`src/hdl/ist_pkg.sv`:
```
// Shared types and constants for the interval set table.
package ist_pkg;

  localparam int MAX_RANGES = 16;
  localparam int VALUE_BITS = 64;
  localparam int FIELD_W    = 64;
  localparam int CNT_W      = $clog2(MAX_RANGES + 1);
  localparam int IDX_W      = $clog2(MAX_RANGES);
  localparam int STEP_W     = $clog2(VALUE_BITS);

  localparam logic [2:0] KIND_ADD = 3'd0;
  localparam logic [2:0] KIND_SUB = 3'd1;
  localparam logic [2:0] KIND_AND = 3'd2;
  localparam logic [2:0] KIND_SHD = 3'd3;
  localparam logic [2:0] KIND_SHU = 3'd4;
  localparam logic [2:0] KIND_FET = 3'd5;
  localparam logic [2:0] KIND_CLR = 3'd6;

  typedef struct packed {
    logic [2:0]         kind;
    logic [FIELD_W-1:0] range_first;
    logic [FIELD_W-1:0] range_last;
    logic [FIELD_W-1:0] amount;
    logic [FIELD_W-1:0] center;
  } ist_in_t;

  typedef struct packed {
    logic               status;
    logic [4:0]         entry_count;
    logic [FIELD_W-1:0] span_first;
    logic [FIELD_W-1:0] span_last;
    logic [FIELD_W-1:0] total_length;
    logic [FIELD_W-1:0] chunk_first;
    logic [FIELD_W-1:0] chunk_last;
  } ist_out_t;

  typedef struct packed {
    logic load;
    logic step;
    logic commit;
    logic fscan;
    logic fpick;
    logic fsel;
    logic flen;
    logic div_start;
    logic foff;
    logic fadj;
    logic ftail;
    logic ffin;
    logic latch;
  } ist_cmd_t;

  typedef struct packed {
    logic is_stream;
    logic is_fetch;
    logic fetch_zero;
    logic strm_done;
    logic scan_stop;
    logic need_div;
    logic div_busy;
  } ist_sts_t;

endpackage

```
`src/hdl/ist_ctrl.sv`:
```
// Request sequencer: steps the datapath through each request kind.
module ist_ctrl (
  input  logic              clk_i,
  input  logic              rst_ni,
  input  logic              in_valid_i,
  output logic              in_ready_o,
  output logic              out_valid_o,
  input  logic              out_ready_i,
  input  ist_pkg::ist_sts_t sts_i,
  output ist_pkg::ist_cmd_t cmd_o
);

  localparam logic [3:0] S_IDLE   = 4'd0;
  localparam logic [3:0] S_DISP   = 4'd1;
  localparam logic [3:0] S_STRM   = 4'd2;
  localparam logic [3:0] S_COMMIT = 4'd3;
  localparam logic [3:0] S_FSCAN  = 4'd4;
  localparam logic [3:0] S_FPICK  = 4'd5;
  localparam logic [3:0] S_FSEL   = 4'd6;
  localparam logic [3:0] S_FLEN   = 4'd7;
  localparam logic [3:0] S_FDIV   = 4'd8;
  localparam logic [3:0] S_FWAIT  = 4'd9;
  localparam logic [3:0] S_FOFF   = 4'd10;
  localparam logic [3:0] S_FADJ   = 4'd11;
  localparam logic [3:0] S_FTAIL  = 4'd12;
  localparam logic [3:0] S_FFIN   = 4'd13;
  localparam logic [3:0] S_OUT    = 4'd14;

  logic [3:0] state_q, state_d;
  logic       out_valid_q, out_valid_d;
  logic       can_latch;

  assign can_latch = !out_valid_q || out_ready_i;

  always_comb begin
    state_d = state_q;
    cmd_o   = '0;
    case (state_q)
      S_IDLE: begin
        if (in_valid_i) begin
          cmd_o.load = 1'b1;
          state_d    = S_DISP;
        end
      end
      S_DISP: begin
        if (sts_i.is_stream) begin
          state_d = S_STRM;
        end else if (sts_i.is_fetch && !sts_i.fetch_zero) begin
          state_d = S_FSCAN;
        end else begin
          state_d = S_OUT;
        end
      end
      S_STRM: begin
        if (sts_i.strm_done) begin
          state_d = S_COMMIT;
        end else begin
          cmd_o.step = 1'b1;
        end
      end
      S_COMMIT: begin
        cmd_o.commit = 1'b1;
        state_d      = S_OUT;
      end
      S_FSCAN: begin
        if (sts_i.scan_stop) begin
          state_d = S_FPICK;
        end else begin
          cmd_o.fscan = 1'b1;
        end
      end
      S_FPICK: begin
        cmd_o.fpick = 1'b1;
        state_d     = S_FSEL;
      end
      S_FSEL: begin
        cmd_o.fsel = 1'b1;
        state_d    = S_FLEN;
      end
      S_FLEN: begin
        cmd_o.flen = 1'b1;
        state_d    = sts_i.need_div ? S_FDIV : S_OUT;
      end
      S_FDIV: begin
        cmd_o.div_start = 1'b1;
        state_d         = S_FWAIT;
      end
      S_FWAIT: begin
        if (!sts_i.div_busy) begin
          state_d = S_FOFF;
        end
      end
      S_FOFF: begin
        cmd_o.foff = 1'b1;
        state_d    = S_FADJ;
      end
      S_FADJ: begin
        cmd_o.fadj = 1'b1;
        state_d    = S_FTAIL;
      end
      S_FTAIL: begin
        cmd_o.ftail = 1'b1;
        state_d     = S_FFIN;
      end
      S_FFIN: begin
        cmd_o.ffin = 1'b1;
        state_d    = S_OUT;
      end
      S_OUT: begin
        if (can_latch) begin
          cmd_o.latch = 1'b1;
          state_d     = S_IDLE;
        end
      end
      default: begin
        state_d = S_IDLE;
      end
    endcase
  end

  assign out_valid_d = (out_valid_q && !out_ready_i) || cmd_o.latch;

  always_ff @(posedge clk_i or negedge rst_ni) begin
    if (!rst_ni) begin
      state_q     <= S_IDLE;
      out_valid_q <= 1'b0;
    end else begin
      state_q     <= state_d;
      out_valid_q <= out_valid_d;
    end
  end

  assign in_ready_o  = (state_q == S_IDLE);
  assign out_valid_o = out_valid_q;

endmodule

```
`config.mk`:
```
export PLATFORM = sky130hd
export DESIGN_NAME = ist_ctrl
export DESIGN_NICKNAME = d
export VERILOG_FILES = /design/src/hdl/ist_pkg.sv /design/src/hdl/ist_ctrl.sv
export SDC_FILE = /design/constraint.sdc
export NUM_CORES = 1
export LEC_CHECK = 0
export BUFFER_PORTS_ARGS = -buffer_cell sky130_fd_sc_hd__buf_2
export CAP_MARGIN = 20
export CORE_ASPECT_RATIO = 0.75
export CORE_MARGIN = 4
export CORE_UTILIZATION = 25
export CTS_CLUSTER_DIAMETER = 120
export CTS_CLUSTER_SIZE = 10
export DETAILED_ROUTE_END_ITERATION = 10
export SLEW_MARGIN = 20
export SYNTH_ARGS = -nofsm -noshare
export SYNTH_HDL_FRONTEND = slang
export SYNTH_SLANG_ARGS = --single-unit
```
`constraint.sdc`:
```
create_clock -name clk_i -period 4.1 [get_ports clk_i]
set_input_delay 0.41 -clock clk_i [delete_from_list [all_inputs] [get_ports clk_i]]
set_output_delay 0.41 -clock clk_i [all_outputs]
set_load 0.05 [all_outputs]
```
==> results of run 1 <==
## through the flow
stage / cell area [um2] / hold slack [ns] / setup WS, ns
floorplan: 489 / 0.114 / 0.923
global placement: 593 / 0.227 / 2.36
detailed placement: 593 / 0.234 / 2.33
CTS: 629 / 0.388 / 2.07
global route: 629 / 0.413 / 1.95
finish: 629 / 0.396 / 2.07
## Yosys cell counts, types with 2 or more instances
cell type  instances
o21ai_0            2
nor2b_1            2
dfrtp_1            5
clkbuf_8           2
buf_2              2
nor4_1             2
nand2_1            5
a21oi_1            2
nor3_1             5
nand2b_1           3
nor2_1             7
or2b_2             2
## state kept, by name, summed over array words and instances (netlist names)
name         count
state_q          4
out_valid_o      1
## layer usage
metal / up-vias / track usage, %
met5: - / 0
met4: 0 / 8.14
met3: 2 / 0.840
met2: 20 / 18.1
met1: 248 / 11.4
li1: 261 / -
## how the worst max path moves through the flow
stage | endpoint | cells past startpoint
2_1_floorplan | cmd_o[12] | 4
3_3_place_gp | cmd_o[4] | 3
3_5_place_dp | cmd_o[11] | 3
4_1_cts | cmd_o[11] | 3
5_1_grt | cmd_o[12] | 3
6_report | cmd_o[11] | 3
## kinds of logic (layout without fill, tap and decap cells)
group / count (synthesis) / after routing / share of synthesized area, %
buffers and inverters: 6 / 31 / 10.7
AND/OR/NAND/NOR: 33 / 33 / 38.9
AO/OA/AOI/OAI: 13 / 13 / 19.7
flip-flops: 5 / 5 / 25.6
multiplexers: 2 / 2 / 5.11
## worst max-delay path, cell delays in order, from the launching register on
cell and delay [ns]:
dfrtp_1 0.54, or3_4 0.46, nor2_1 0.09, buf_2 0.27
## cell type report
class	instances	share of cell area (%)
multi-input combinational	48	49.5
timing repair buffer	26	21.5
sequential	5	19.9
tap	22	4.37
clock buffer	4	4.17
inverter	1	0.596
## power by group
group,internal (uW),switching [uW]
combinational,124,221
clock,37.0,24.0
sequential,73.9,76.2
==> metrics.txt, run 1 <==
hold depth=3; area occupied by multi-input gates=312 um2; max-cap viol count=0; gpl congestion=0.766; FF/Latch Area=125 um2; Die Area=2740 um2; hold buffer count at CTS=1; die height=46.3 um; GRT Residual Overflow=0; count of buffers from port buffering=25; RSZ-0062 raised after global routing=false; vias per cell=5.01; synthesized area=489 um2; io pins=26; CTS max path bufs=2; CP Launch Point=state_q[2]$_DFFE_PN0P_; initial antenna violation count=0; Post-synth EDFFs=0; ys async rst share=100%; met2 wire len=670 um; DR vias=531; VDD IR-drop max=0.279 mV; total chip power=556 uW; clock latency on the worst-skew pair=0.25 ns; Reg-to-Reg Start=state_q[3]$_DFFE_PN0P_; Worst Setup Start Kind=register; final hold violations=0; Pins Over Slew Limit=0; Inserted Clock Buffers=3; worst-margin pin slew=0.478 ns; drt pass-1 iters=4; sequential area share after synthesis=25.6%; run status=finished, final reports clean; Yosys top cell area share=25.6%; Yosys cell types=32; Yosys warnings=0; DR DRC count=0; CTS clk-pin slew, worst paths=0.04 ns; Synth Flop Type=dfrtp_1; # rows=13; met3 routed WL=73 um; gr usage total=10.2%; Synth area leaders=dfrtp_1 26%, clkbuf_8 5.6%, nor2_1 5.4%, nor3_1 5.1%, nand2_1 3.8%; clock sinks=5; most frequent cells in the layout=25 x buf_2, 7 x nor2_1, 5 x nand2_1, 5 x nor3_1, 5 x dfrtp_1; uppermost layer routed=met4; Finished Core Util=35.2%; cts repair resizes=0; setup slack, reg-to-reg=2.33 ns; number of setup buffers added after CTS=0; Final Setup Violations=0; Setup CP Type=register to primary output; Req. time, crit path=3.69 ns; Synth Net Count=70; P&R area growth vs syn=28.6%; final period utilization=49.5%; HPWL Detailed=1080 um; Period minus WS final=2.03 ns; ANT cells=0; global-route wire length before repair=2010 um; CP endpoint kind=primary output; core footprint=1790 um2; cell count after synthesis=59; headroom to the max-slew limit=68.1%; largest net degree at the start of global routing=17; FF-to-FF End=state_q[2]$_DFFE_PN0P_; Syn Area/Cell=8.29 um2; H-tree level count=1; Static Leak=0.000309 uW; Worst Reg2Reg Path Length in Cells=4; fillcell total=214; drt wl/cell=12.6 um; skew final=0.00489 ns; Crit path arrival time=1.62 ns; layout cells sized above 1=44.0%; worst-path maximum fanout=16; HP Start=sts_i[0]; Final Non-Filler Cells=106; DR iter-0 viols=18; NumNets Final=96; post-synthesis sequential element count=5; vias in the first global route=493; commonest non-fill, non-tap cell in the layout=buf_2; Initial Utilization=27.3%; type of the tightest min-delay check=input pin to register; setup TNS=0 ns; TritonCTS clock tree=built; placed cells=101; final WL=1340 um; area leader, netlist=dfrtp_1; post-detailed-route count of antenna-violating nets=0; PwrDens=884 nW/um2; Die Wd=59.1 um; root buffer cell=clkbuf_4; WHS Endpoint=state_q[0]$_DFFE_PN0P_; Met1 Routed Length=576 um; Max Fclk=0.493 GHz
Note: power is estimated with default switching activity, not from simulation.
==> inputs of run 2 (changes only) <==
clock period = 2 ns   (was 4.1 ns; I/O delays follow)
==> metrics.txt, run 2 (synthesis results as in run 1) <==
global-route wire length before repair=2110 um; ANT cells=0; clock sinks=5; RSZ-0062 raised after global routing=false; drt pass-1 iters=4; Period minus WS final=1.82 ns; VDD IR-drop max=0.775 mV; max-cap viol count=0; Worst Setup Start Kind=register; Inserted Clock Buffers=3; DR vias=517; Max Fclk=0.550 GHz; CP endpoint kind=primary output; placed cells=103; most frequent cells in the layout=25 x buf_2, 7 x nor2_1, 5 x nand2_1, 5 x nor3_1, 5 x dfrtp_1; HPWL Detailed=979 um; clock latency on the worst-skew pair=0.25 ns; Die Wd=59.1 um; type of the tightest min-delay check=input pin to register; Req. time, crit path=1.80 ns; Setup CP Type=register to primary output; setup slack, reg-to-reg=0.31 ns; CP bufs+invs=1; CP delay by family, top=flip-flops; Crit path arrival time=1.62 ns; cts repair resizes=0; PwrDens=1800 nW/um2; worst-margin pin slew=0.449 ns; DR DRC count=0; skew final=0.00750 ns; final period utilization=90.8%; TritonCTS clock tree=built; GRT Residual Overflow=0; initial antenna violation count=0; io pins=26; count of buffers from port buffering=25; die height=46.3 um; Initial Utilization=27.3%; core footprint=1790 um2; final WL=1260 um; largest net degree at the start of global routing=16; # rows=13; Final Setup Violations=0; layout cells sized above 1=47.7%; gpl congestion=0.709; Die Area=2740 um2; CP cell instances=or2b_2 > nor2_1 > buf_2; fillcell total=202; P&R area growth vs syn=34.3%; Pins Over Slew Limit=0; Crit-path slowest cell=dfrtp_1; drt wl/cell=11.6 um; gr usage total=10.2%; commonest non-fill, non-tap cell in the layout=buf_2; CTS max path bufs=2; Reg with most FFs=state_q; Finished Core Util=36.7%; setup TNS=0 ns; headroom to the max-slew limit=70.0%; worst-path maximum fanout=15; vias per cell=4.79; Worst path max stage delay=0.61 ns; final hold violations=0; max reg flops=4; post-detailed-route count of antenna-violating nets=0; Final Non-Filler Cells=108; run status=finished, final reports clean; NumNets Final=98; root buffer cell=clkbuf_4; CTS clk-pin slew, worst paths=0.04 ns; DR iter-0 viols=13; H-tree level count=1; vias in the first global route=492; Static Leak=0.000320 uW
==> run 2: tightest hold or removal path: cells and delay by family <==
family	cells	cell delay, ns
AO/OA/AOI/OAI	1	0.06
AND/OR/NAND/NOR	1	0.04
buffers and inverters	1	0.09
==> run 2: per-layer routing <==
metal  vias up  routed length (um)  GRT usage [%]
met4         0                  11           4.07
li1        265                   -              -
met5         -                   0              0
met3         2                 118           5.32
met2        18                 547           13.9
met1       232                 577           13.5
==> run 2: layout make-up <==
cell class	instances	area (um2)	share of cell area, %
multi-input cells	48	324	49.3
repair buffers	28	150	22.9
flip-flops and latches	5	125	19.0
well taps	22	27.5	4.19
clock buffers	4	26.3	4.00
inverters	1	3.75	0.571
==> run 2: stage by stage <==
step | total power [uW] | hold slack, ns | area [um2] | setup slack (ns)
floorplan | 951 | -0.0956 | 502 | -0.334
global placement | 1050 | 0.0209 | 621 | 0.348
detailed placement | 1060 | 0.0202 | 621 | 0.304
CTS | 1190 | 0.176 | 657 | 0.175
global route | 1270 | 0.173 | 657 | 0.0755
finish | 1180 | 0.181 | 657 | 0.183
==> run 2: power by group <==
group,total [uW],switching [uW],internal [uW],leakage [uW]
Combinational,774,493,281,0.000245
Clock,121,45.5,75.7,0.0000150
Sequential,285,132,152,0.0000602
==> run 2: final timing paths <==
check / to / cells after the start / start
min in group asynchronous: state_q[2]$_DFFE_PN0P_ / 2 / rst_ni
hold reg to reg: out_valid_o$_DFF_PN0_ / 2 / out_valid_o$_DFF_PN0_
hold / removal: state_q[0]$_DFFE_PN0P_ / 3 / sts_i[0]
max in group asynchronous: state_q[3]$_DFFE_PN0P_ / 2 / rst_ni
setup / recovery: cmd_o[11] / 3 / state_q[1]$_DFFE_PN0P_
setup reg to reg: state_q[2]$_DFFE_PN0P_ / 4 / state_q[1]$_DFFE_PN0P_
==> run 2: timing repair <==
item                      4_1_cts  5_1_grt
hold buffers                    1        0
hold endpoints to repair        5        0
setup buffers                   0        0
